## config.mk

```make
export PLATFORM = sky130hd
export DESIGN_NAME = bulk_only_transport_sequencer
export DESIGN_NICKNAME = d
export VERILOG_FILES = /design/src/hw/rtl/bots_pkg.sv /design/src/hw/rtl/bots_cfg.sv /design/src/hw/rtl/bots_in.sv /design/src/hw/rtl/bots_ctrl.sv /design/src/hw/rtl/bots_out.sv /design/src/hw/rtl/bulk_only_transport_sequencer.sv
export SDC_FILE = /design/constraint.sdc
export NUM_CORES = 1
export LEC_CHECK = 0
export BUFFER_PORTS_ARGS = -buffer_cell sky130_fd_sc_hd__buf_2
export CAP_MARGIN = 20
export CELL_PAD_IN_SITES_DETAIL_PLACEMENT = 1
export CELL_PAD_IN_SITES_GLOBAL_PLACEMENT = 2
export CORE_UTILIZATION = 32
export DETAILED_ROUTE_END_ITERATION = 6
export PLACE_DENSITY_LB_ADDON = 0.1
export SYNTH_ARGS = -nofsm -noshare
export SYNTH_HDL_FRONTEND = slang
export SYNTH_HIERARCHICAL = 1
export SYNTH_SLANG_ARGS = --single-unit
```

## constraint.sdc

```tcl
create_clock -name clk -period 2.9 [get_ports clk]
set_clock_uncertainty 0.05 [all_clocks]
set_input_delay 0.145 -clock clk [delete_from_list [all_inputs] [get_ports clk]]
set_output_delay 0.145 -clock clk [all_outputs]
set_load 0.02 [all_outputs]
```

## src/hw/rtl/bots_pkg.sv

```systemverilog
// ----------------------------------------------------------------------------
// bots_pkg
// Types and codes shared by the bulk-only transport sequencer modules.
// ----------------------------------------------------------------------------
`default_nettype none

package bots_pkg;

  localparam int unsigned InDataW  = 56;
  localparam int unsigned OutDataW = 64;

  localparam logic [15:0] CbwLength = 16'd31;
  localparam logic [15:0] CswLength = 16'd13;
  localparam logic [7:0]  FlagDataIn = 8'h80;
  localparam logic [7:0]  FlagDataOut = 8'h00;

  typedef enum logic [1:0] {
    CFG_IN_EP  = 2'd0,
    CFG_OUT_EP = 2'd1,
    CFG_IFACE  = 2'd2,
    CFG_NONE   = 2'd3
  } cfg_index_t;

  typedef enum logic {
    OP_START    = 1'b0,
    OP_COMPLETE = 1'b1
  } op_t;

  typedef enum logic [1:0] {
    OUTC_OK    = 2'd0,
    OUTC_STALL = 2'd1,
    OUTC_ERROR = 2'd2,
    OUTC_OTHER = 2'd3
  } outcome_t;

  typedef enum logic [2:0] {
    ACT_CBW      = 3'd0,
    ACT_DOUT     = 3'd1,
    ACT_DIN      = 3'd2,
    ACT_CSW      = 3'd3,
    ACT_CLEAR    = 3'd4,
    ACT_RESET    = 3'd5,
    ACT_COMPLETE = 3'd6
  } action_t;

  typedef enum logic [3:0] {
    PH_IDLE        = 4'd0,
    PH_CBW         = 4'd1,
    PH_CBW_CLEAR   = 4'd2,
    PH_DATA        = 4'd3,
    PH_DATA_CLEAR  = 4'd4,
    PH_CSW_RECOVER = 4'd5,
    PH_CSW         = 4'd6,
    PH_RESET       = 4'd7,
    PH_CLR_IN      = 4'd8,
    PH_CLR_OUT     = 4'd9
  } phase_t;

  typedef struct packed {
    logic [3:0] in_endpoint;
    logic [3:0] out_endpoint;
    logic [7:0] interface_number;
  } cfg_t;

  typedef struct packed {
    op_t         operation;
    logic [3:0]  unit;
    logic [4:0]  command_length;
    logic [15:0] transfer_length;
    logic        is_write;
    outcome_t    outcome;
    logic [15:0] bytes_done;
    logic        status_signature_ok;
    logic [7:0]  status_byte;
  } in_item_t;

  typedef struct packed {
    action_t     action;
    logic [3:0]  endpoint;
    logic [15:0] request_length;
    logic [7:0]  request_index;
    logic [7:0]  direction_flags;
    logic [3:0]  cbw_unit;
    logic [4:0]  cbw_command_length;
    logic [15:0] cbw_data_length;
    logic        finished;
    logic        passed;
  } res_item_t;

endpackage

`default_nettype wire

```

## src/hw/rtl/bots_cfg.sv

```systemverilog
// ----------------------------------------------------------------------------
// bots_cfg
// Configuration registers: endpoint numbers and interface index.
// ----------------------------------------------------------------------------
`default_nettype none

module bots_cfg (
  input  wire logic                   clk,
  input  wire logic                   rst,
  input  wire logic                   cfg_we,
  input  wire logic [1:0]             cfg_index,
  input  wire logic [7:0]             cfg_data,
  output bots_pkg::cfg_t              cfg
);
  import bots_pkg::*;

  always_ff @(posedge clk) begin
    if (rst) begin
      cfg.in_endpoint      <= 4'd1;
      cfg.out_endpoint     <= 4'd2;
      cfg.interface_number <= 8'd0;
    end else if (cfg_we) begin
      case (cfg_index_t'(cfg_index))
        CFG_IN_EP:  cfg.in_endpoint      <= cfg_data[3:0];
        CFG_OUT_EP: cfg.out_endpoint     <= cfg_data[3:0];
        CFG_IFACE:  cfg.interface_number <= cfg_data;
        default: ;
      endcase
    end
  end

endmodule

`default_nettype wire

```

## src/hw/rtl/bots_in.sv

```systemverilog
// ----------------------------------------------------------------------------
// bots_in
// Input register: captures one item from the slave stream.
// ----------------------------------------------------------------------------
`default_nettype none

module bots_in (
  input  wire logic                          clk,
  input  wire logic                          rst,
  input  wire logic                          s_tvalid,
  output      logic                          s_tready,
  input  wire logic [bots_pkg::InDataW-1:0]  s_tdata,
  input  wire logic                          s_tuser,
  input  wire logic                          advance,
  output      logic                          item_valid,
  output bots_pkg::in_item_t                 item
);
  import bots_pkg::*;

  logic take;

  assign s_tready = !item_valid || advance;
  assign take     = s_tvalid && s_tready;

  always_ff @(posedge clk) begin
    if (rst) begin
      item_valid <= 1'b0;
    end else if (take) begin
      item_valid <= 1'b1;
    end else if (advance) begin
      item_valid <= 1'b0;
    end
  end

  always_ff @(posedge clk) begin
    if (take) begin
      item.operation           <= op_t'(s_tuser);
      item.unit                <= s_tdata[3:0];
      item.command_length      <= s_tdata[8:4];
      item.transfer_length     <= s_tdata[24:9];
      item.is_write            <= s_tdata[25];
      item.outcome             <= outcome_t'(s_tdata[27:26]);
      item.bytes_done          <= s_tdata[43:28];
      item.status_signature_ok <= s_tdata[44];
      item.status_byte         <= s_tdata[52:45];
    end
  end

endmodule

`default_nettype wire

```

## src/hw/rtl/bots_ctrl.sv

```systemverilog
// ----------------------------------------------------------------------------
// bots_ctrl
// Phase register, saved command and next-action selection.
// ----------------------------------------------------------------------------
`default_nettype none

module bots_ctrl (
  input  wire logic                clk,
  input  wire logic                rst,
  input  wire logic                advance,
  input  wire bots_pkg::cfg_t      cfg,
  input  wire bots_pkg::in_item_t  item,
  output      logic                has_result,
  output bots_pkg::res_item_t      result
);
  import bots_pkg::*;

  phase_t      phase;
  phase_t      phase_next;
  logic        saved_write;
  logic [15:0] saved_length;
  logic [3:0]  saved_unit;
  logic [4:0]  saved_command_length;

  logic ok;
  logic stall;
  logic status_zero;
  logic early_status;

  function automatic res_item_t mk(action_t a, logic [3:0] ep, logic [15:0] len,
                                   logic [7:0] idx);
    res_item_t r;
    r                = '0;
    r.action         = a;
    r.endpoint       = ep;
    r.request_length = len;
    r.request_index  = idx;
    return r;
  endfunction

  function automatic res_item_t mk_done(logic pass);
    res_item_t r;
    r          = mk(ACT_COMPLETE, 4'd0, 16'd0, 8'd0);
    r.finished = 1'b1;
    r.passed   = pass;
    return r;
  endfunction

  assign ok           = item.outcome == OUTC_OK;
  assign stall        = item.outcome == OUTC_STALL;
  assign status_zero  = item.status_byte == 8'd0;
  assign early_status = (item.bytes_done == CswLength) && item.status_signature_ok;

  // next phase
  always_comb begin
    phase_next = phase;
    if (item.operation == OP_START) begin
      phase_next = PH_CBW;
    end else begin
      case (phase)
        PH_CBW, PH_CBW_CLEAR: begin
          if (phase == PH_CBW && stall) phase_next = PH_CBW_CLEAR;
          else if (!ok && phase == PH_CBW_CLEAR) phase_next = PH_RESET;
          else if (!ok) phase_next = PH_IDLE;
          else if (saved_length != 16'd0) phase_next = PH_DATA;
          else phase_next = PH_CSW;
        end
        PH_DATA: begin
          if (stall) phase_next = PH_DATA_CLEAR;
          else if (!ok || early_status) phase_next = PH_IDLE;
          else phase_next = PH_CSW;
        end
        PH_DATA_CLEAR: phase_next = ok ? PH_CSW_RECOVER : PH_RESET;
        PH_CSW_RECOVER: phase_next = stall ? PH_RESET : PH_IDLE;
        PH_RESET:  phase_next = PH_CLR_IN;
        PH_CLR_IN: phase_next = PH_CLR_OUT;
        default:   phase_next = PH_IDLE;
      endcase
    end
  end

  // result item
  always_comb begin
    has_result = 1'b1;
    result     = '0;
    if (item.operation == OP_START) begin
      result                    = mk(ACT_CBW, cfg.out_endpoint, CbwLength, 8'd0);
      result.direction_flags    = item.is_write ? FlagDataOut : FlagDataIn;
      result.cbw_unit           = item.unit;
      result.cbw_command_length = item.command_length;
      result.cbw_data_length    = item.transfer_length;
    end else begin
      case (phase)
        PH_CBW, PH_CBW_CLEAR: begin
          if (phase == PH_CBW && stall) begin
            result = mk(ACT_CLEAR, cfg.out_endpoint, 16'd0, {4'd0, cfg.out_endpoint});
          end else if (!ok && phase == PH_CBW_CLEAR) begin
            result = mk(ACT_RESET, 4'd0, 16'd0, cfg.interface_number);
          end else if (!ok) begin
            result = mk_done(1'b0);
          end else if (saved_length != 16'd0) begin
            if (saved_write) result = mk(ACT_DOUT, cfg.out_endpoint, saved_length, 8'd0);
            else result = mk(ACT_DIN, cfg.in_endpoint, saved_length, 8'd0);
          end else begin
            result = mk(ACT_CSW, cfg.in_endpoint, CswLength, 8'd0);
          end
        end
        PH_DATA: begin
          if (stall) begin
            if (saved_write) begin
              result = mk(ACT_CLEAR, cfg.out_endpoint, 16'd0, {4'd0, cfg.out_endpoint});
            end else begin
              result = mk(ACT_CLEAR, cfg.in_endpoint, 16'd0, {4'd0, cfg.in_endpoint});
            end
          end else if (!ok) begin
            result = mk_done(1'b0);
          end else if (early_status) begin
            result = mk_done(status_zero);
          end else begin
            result = mk(ACT_CSW, cfg.in_endpoint, CswLength, 8'd0);
          end
        end
        PH_DATA_CLEAR: begin
          if (ok) result = mk(ACT_CSW, cfg.in_endpoint, CswLength, 8'd0);
          else result = mk(ACT_RESET, 4'd0, 16'd0, cfg.interface_number);
        end
        PH_CSW_RECOVER: begin
          if (stall) result = mk(ACT_RESET, 4'd0, 16'd0, cfg.interface_number);
          else result = mk_done(ok && status_zero);
        end
        PH_CSW:     result = mk_done(ok && status_zero);
        PH_RESET:   result = mk(ACT_CLEAR, cfg.in_endpoint, 16'd0, {4'd0, cfg.in_endpoint});
        PH_CLR_IN:  result = mk(ACT_CLEAR, cfg.out_endpoint, 16'd0, {4'd0, cfg.out_endpoint});
        PH_CLR_OUT: result = mk_done(1'b0);
        default:    has_result = 1'b0;
      endcase
    end
  end

  always_ff @(posedge clk) begin
    if (rst) begin
      phase                <= PH_IDLE;
      saved_write          <= 1'b0;
      saved_length         <= 16'd0;
      saved_unit           <= 4'd0;
      saved_command_length <= 5'd0;
    end else if (advance) begin
      phase <= phase_next;
      if (item.operation == OP_START) begin
        saved_write          <= item.is_write;
        saved_length         <= item.transfer_length;
        saved_unit           <= item.unit;
        saved_command_length <= item.command_length;
      end
    end
  end

  // unit and command length are saved with the command but unused; the CBW takes them from the start item
  logic unused_saved;
  assign unused_saved = ^{saved_unit, saved_command_length};

endmodule

`default_nettype wire

```

## src/hw/rtl/bots_out.sv

```systemverilog
// ----------------------------------------------------------------------------
// bots_out
// Result register driving the master stream.
// ----------------------------------------------------------------------------
`default_nettype none

module bots_out (
  input  wire logic                           clk,
  input  wire logic                           rst,
  input  wire logic                           load,
  input  wire bots_pkg::res_item_t            result,
  output      logic                           m_tvalid,
  input  wire logic                           m_tready,
  output      logic [bots_pkg::OutDataW-1:0]  m_tdata,
  output      logic [2:0]                     m_tuser,
  output      logic                           free
);
  import bots_pkg::*;

  res_item_t held;

  assign free = !m_tvalid || m_tready;

  always_ff @(posedge clk) begin
    if (rst) begin
      m_tvalid <= 1'b0;
    end else if (load) begin
      m_tvalid <= 1'b1;
    end else if (m_tready) begin
      m_tvalid <= 1'b0;
    end
  end

  always_ff @(posedge clk) begin
    if (load) begin
      held <= result;
    end
  end

  assign m_tuser = held.action;
  assign m_tdata = {1'b0, held.passed, held.finished, held.cbw_data_length,
                    held.cbw_command_length, held.cbw_unit, held.direction_flags,
                    held.request_index, held.request_length, held.endpoint};

endmodule

`default_nettype wire

```

## src/hw/rtl/bulk_only_transport_sequencer.sv

```systemverilog
// ----------------------------------------------------------------------------
// bulk_only_transport_sequencer
// Host-side bulk-only transport sequencer for mass storage commands.
// ----------------------------------------------------------------------------
// A start item (s_tuser low) latches a command and yields a send-CBW action;
// every completion item (s_tuser high) reports the outcome of the last action
// and yields the next one: data phase, CSW read, clear halt, reset or the final
// complete with its pass flag. A completion while idle yields nothing. Each
// item passes through an input register, one level of phase decode and a
// result register, so the block takes one item per clock while the master
// stream is not stalled, and each result leaves from the result register;
// the phase register is the only loop. Configuration writes are taken at any
// edge and must land while idle.
`default_nettype none

module bulk_only_transport_sequencer (
  input  wire logic                          clk,
  input  wire logic                          rst,
  input  wire logic                          cfg_we,
  input  wire logic [1:0]                    cfg_index,
  input  wire logic [7:0]                    cfg_data,
  input  wire logic                          s_tvalid,
  output      logic                          s_tready,
  // unit, command_length, transfer_length, is_write, outcome, bytes_done,
  // status_signature_ok, status_byte
  input  wire logic [bots_pkg::InDataW-1:0]  s_tdata,
  // operation
  input  wire logic                          s_tuser,
  output      logic                          m_tvalid,
  input  wire logic                          m_tready,
  // endpoint, request_length, request_index, direction_flags, cbw_unit,
  // cbw_command_length, cbw_data_length, finished, passed
  output      logic [bots_pkg::OutDataW-1:0] m_tdata,
  // action
  output      logic [2:0]                    m_tuser
);
  import bots_pkg::*;

  cfg_t      cfg;
  in_item_t  item;
  res_item_t result;
  logic      item_valid;
  logic      has_result;
  logic      out_free;
  logic      advance;

  assign advance = item_valid && out_free;

  bots_cfg u_cfg (
    .clk       (clk),
    .rst       (rst),
    .cfg_we    (cfg_we),
    .cfg_index (cfg_index),
    .cfg_data  (cfg_data),
    .cfg       (cfg)
  );

  bots_in u_in (
    .clk        (clk),
    .rst        (rst),
    .s_tvalid   (s_tvalid),
    .s_tready   (s_tready),
    .s_tdata    (s_tdata),
    .s_tuser    (s_tuser),
    .advance    (advance),
    .item_valid (item_valid),
    .item       (item)
  );

  bots_ctrl u_ctrl (
    .clk        (clk),
    .rst        (rst),
    .advance    (advance),
    .cfg        (cfg),
    .item       (item),
    .has_result (has_result),
    .result     (result)
  );

  bots_out u_out (
    .clk      (clk),
    .rst      (rst),
    .load     (advance && has_result),
    .result   (result),
    .m_tvalid (m_tvalid),
    .m_tready (m_tready),
    .m_tdata  (m_tdata),
    .m_tuser  (m_tuser),
    .free     (out_free)
  );

endmodule

`default_nettype wire
```

; ---- Word-level counts from Yosys, hierarchy flattened
; Cells that the tools add are included.
[word_totals]
register_bits = 159
latchBits = 0
ram_bits = 0
mem_bits_ro = 0
input_bits = 72
output_inout_bits = 69
mem_count = 0
[classes]
add_sub_neg = 0
multipliers = 0
div_mod_pow = 0
order_cmp = 0
n_eq_ne = 13
shifts = 0
n_mux = 30
n_bitwise = 1
n_reduce_logical = 25
[op_table]
columns = cell, n
row1 = $pmux W66 S8, 1
row2 = $mux W66, 7
row3 = $mux W65, 3
row4 = $mux W63, 2
row5 = $pmux W4 S6, 1
row6 = $mux W4, 5
row7 = $eq A16 B4 Y1 const B, 1
row8 = $eq A4 B3 Y1 const B, 4
row9 = $reduce_bool A16 Y1, 1
row10 = $mux W3, 3
row11 = $reduce_or A9 Y1, 1
row12 = $eq A4 B2 Y1 const B, 2
row13 = $eq A4 B4 Y1 const B, 2
row14 = $logic_not A8 Y1, 1
row15 = $mux W8, 1
row16 = $reduce_and A2 Y1, 4
row17 = $logic_and A1 B1 Y1, 7
row18 = $mux W1, 6
row19 = $eq A2 B1 Y1 const B, 2
row20 = $eq A4 B1 Y1 const B, 1
row21 = $logic_not A2 Y1, 2
row22 = $reduce_bool A2 Y1, 2
row23 = $logic_not A1 Y1, 3
row24 = $logic_or A1 B1 Y1, 3
row25 = other kinds (4), 4

; ---- Longest topological paths before layout
[logic_depth]
ltp_word = 7
depth_mapped = 7
mapped_depth_nobuf = 6

; ---- Cells and area by module
; The synthesis kept the hierarchy.
[by_module_without_submodules]
columns = mod, n_inst, cells_per_inst, area_per_inst_um2, seq_area_each_um2
row1 = bots_ctrl, 1, 306, 2044.5, 420.4
row2 = bots_out, 1, 72, 2039.5, 2001.9
row3 = bots_in, 1, 59, 1676.6, 1641.6
row4 = bots_cfg, 1, 65, 675.6, 320.3
row5 = bulk_only_transport_sequencer, 1, 2, 12.5, 0.0

; ---- Worst setup path before layout
; Ideal clock, no wire load.
[synth_path]
kind = flip-flop to flip-flop
start = register u_in/item[53] (netlist name)
end = register u_out.held, in the netlist u_out/m_tdata[0] (enable)
setup_ps = 432
arrival_ps = 2471
t_required_ps = 2418
slack_ps = -53
stages_incl_launch_ff = 5
period_less_slack_ps = 2953
path_cell_list = edfxtp_1 -> clkbuf_1 -> clkbuf_1 -> nand2_1 -> and3_1
[synth_via]
elab_chain_cells = 2
[synth_rtl]
columns = item, line
row1 = $mux W1, bots_ctrl.sv:86  ; if (item.operation == OP_START) begin
row2 = named net has_result, bulk_only_transport_sequencer.sv:43  ; logic has_result;
row3 = $logic_and A1 B1 Y1, bulk_only_transport_sequencer.sv:83  ; .load (advance && has_result),
row4 = to (signal assigned), bots_out.sv:36  ; held <= result;
row5 = to (decl), bots_out.sv:20  ; res_item_t held;
; The timed path passes the listed nets, and every way through them passes these cells.
; A chain may end at the register's enable or synchronous reset.

==> results.md <==
- Core Area: 19,600 um^2
- Number of core rows: around 50
- CTS tree: built
- Crit path largest cell delay: approximately 700 ps
- CP top delay family: compound AO/OA/AOI/OAI gates
- Sequential area share after synthesis: 68.0%
- Pleak: around 3.2 nW
- Pre-CTS setup slack: 438 ps
- Initial Util: about a third
- Design Area, Final: 8600 um^2
- Top cells by area, synth: edfxtp_1, dfxtp_1, nor2b_1
- Minimum clock period: approximately 2300 ps
- WL/cell: roughly 16 um
- Area growth from synthesis to layout: 33.4%
- WP data required: ~3000 ps
- CTS sink cnt: around 160
- Most Crowded Layer GR: met2
- Worst-path clk slew: approximately 70 ps
- Final number of setup-violating endpoints: 0
- Layout fillers: 2,139
- Worst path slowest cell: dfxtp_1
- Top cell type's share of synthesized area: roughly 56%
- Mapped Area: 6450 um^2
- H-tree depth: 4
- Average size of a mapped cell: 12.8 um^2
- Die height: approximately 140 um
- Worst min path class: in -> reg
- MaxCap Viol Count: 0
- Via density: about 4.7
- Port Buffers: between 100 and 150
- Vias in the first global route: slightly below 5,000
- Clock tree root buffer cell: clkbuf_16
- Critical path arrival: between 2000 and 2500 ps
- Crit. End Element: flop
- CP Buf/Inv Count: 0
- Skew-Pair Late Insertion Delay: around 430 ps
- Via count: 4,581
- Final net count: between 700 and 800
- Slew HR: just over 40%
- Setup TNS Final: 0 ps
- First-pass GRT wire length: ~25,000 um
- Critical Path, Cell by Cell: nor2b_1 > o211ai_1 > nor2_1 > a211o_1 > a22o_1
- Grt ovf: 0
- Period utilisation layout: approximately four fifths
- Full die area: slightly above 20,000 um^2
- Startpoint types: flop
- DRC violations left: 0
- # diodes: 0
- CTS buffer count: 17
- Total GRT Usage: between 10% and 20%
- Post-CTS sizing: 0
- Clk buf depth: 2
- Slew @ Worst Pin: 891 ps
- RSZ-0062 raised after global routing: no
- Routability congestion estimate: 0.767
- Met3 Usage GRT: under 10%
- YS warnings: 6
- Num ports: between 100 and 150
- PwrDens: approximately 600 nW/um^2
- Most common cell in the netlist: edfxtp_1
- Area leader, netlist: edfxtp_1
- Post-synth EDFFs: 120
- Setup ws final: around 570 ps
- Critical path class: reg -> reg
- Post-Syn Instances: a little over 500
- Status: complete, no violations
- Met2 usage: approximately 30%
- Max Fclk: 429 MHz
- Ys flop type: edfxtp_1
- Yosys reg bits: 159
- Netlist cell types: 63
- Routed Antenna Nets: 0
- Layout cells sized above 1: a little over a quarter
- Async SR Flop Fraction: 0%
- Setup bufs post-CTS: 0
- Final WL: about 16,000 um
- Dpl cell area: about 7400 um^2
- Routing usage on met1: a little under a fifth
- Initial antenna violation count: 0
- Worst IR Drop VDD: around 400 uV
- Die width: between 100 and 150 um
- Final slew viol count: 0
- HPWL after DPL: between 10,000 and 15,000 um
- Largest net degree at the start of global routing: 50
- Fin. Hold Viols: 0
- Max FO, Critical Path: 18
- DR iter-0 viols: 187
- Synth cell count leaders: edfxtp_1, nand2_1, dfxtp_1
- TritonRoute pass-1 iters: 4
placed cells by master (no fill, tap or decap), types with 11 or more instances in the layout:
cell type      synthesis  routed
nor3_1                11      11
mux2i_1               16      16
clkbuf_16              0      17
buf_2                 10     136
dfxtp_1               39      39
nand2_1               48      48
nor2b_1               32      32
edfxtp_1             120     120
nor2_1                17      17
nand2b_1              27      27
a21oi_1               32      32
and2_1                15      15
dlygate4sd3_1          0      62
where the power goes:
part | internal [mW] | switching, mW
combinational | 0.201 | 0.268
clock | 1.14 | 1.01
sequential | 2.58 | 0.0560
total | 3.92 | 1.34
kinds of logic (layout without fill, tap and decap cells):
group	after synthesis	count (layout)	share of synthesized area, %
and+or+nand+nor	199	199	17.3
DFF	159	159	68.0
AOI/OAI and AO/OA	84	84	8.56
buffers and inverters	43	250	3.40
muxes	16	16	2.48
other	2	8	0.116
xor gates and xnor gates	1	1	0.136
worst min-delay path, delay by kind of cell:
| kind | cells | cell delay, ps |
|---|---|---|
| and+or+nand+nor | 1 | 110 |
| buffers and inverters | 1 | 80 |
| muxes | 1 | 140 |
final timing paths:
check                          startpoint                       to  slack, ps  depth (start not counted)
setup reg to reg          u_ctrl/phase[1]         u_out/m_tdata[3]        570                          5
setup / recovery          u_ctrl/phase[1]         u_out/m_tdata[3]        570                          5
hold / removal                cfg_data[2]            u_cfg/cfg[10]         50                          3
hold reg to reg   u_ctrl/saved_length[15]  u_ctrl/saved_length[15]        420                          2
flip-flops by register name, indices dropped and copies added (netlist names):
signal,count
u_ctrl/phase,4
u_out/m_tuser,3
u_ctrl/saved_length,16
u_out/m_tdata,63
u_in/item_valid,1
u_ctrl/saved_write,1
u_in/item,54
u_out/m_tvalid,1
u_cfg/cfg,16
repair_timing:
item / CTS / global route
endpoints found under the hold margin: 66 / 0
setup endpoints to repair: 0 / 0
hold buffers: 62 / 0
routing by layer:
layer | share of wire [%] | vias to the layer above
met5 | 0 | -
met3 | 3.4 | 19
met2 | 52 | 108
met4 | 1.7 | 0
met1 | 43 | 2227
li1 | - | 2227
metrics by stage:
| step | hold WS [ps] | utilization [%] | total power [mW] | instances |
|---|---|---|---|---|
| finish | 50.4 | 43.9 | 5.26 | 982 |
| global placement | 272 | 37.8 | 3.09 | 887 |
| detailed placement | 274 | 37.8 | 3.10 | 887 |
| floorplan | 157 | - | 2.92 | 510 |
| CTS | 28.5 | 43.9 | 5.34 | 981 |
| global route | 49.2 | 43.9 | 5.49 | 982 |
area by class of cell:
| type | count | area (um^2) | share of cell area [%] |
|---|---|---|---|
| inverters | 8 | 30.0 | 0.349 |
| flip-flops and latches | 159 | 4380 | 51.0 |
| repair buffers | 210 | 1420 | 16.5 |
| well taps | 265 | 332 | 3.85 |
| clock buffers | 17 | 425 | 4.94 |
| multi-input cells | 308 | 1870 | 21.8 |
| clock inverters | 15 | 144 | 1.67 |
Power figures use the tool's default switching activity.
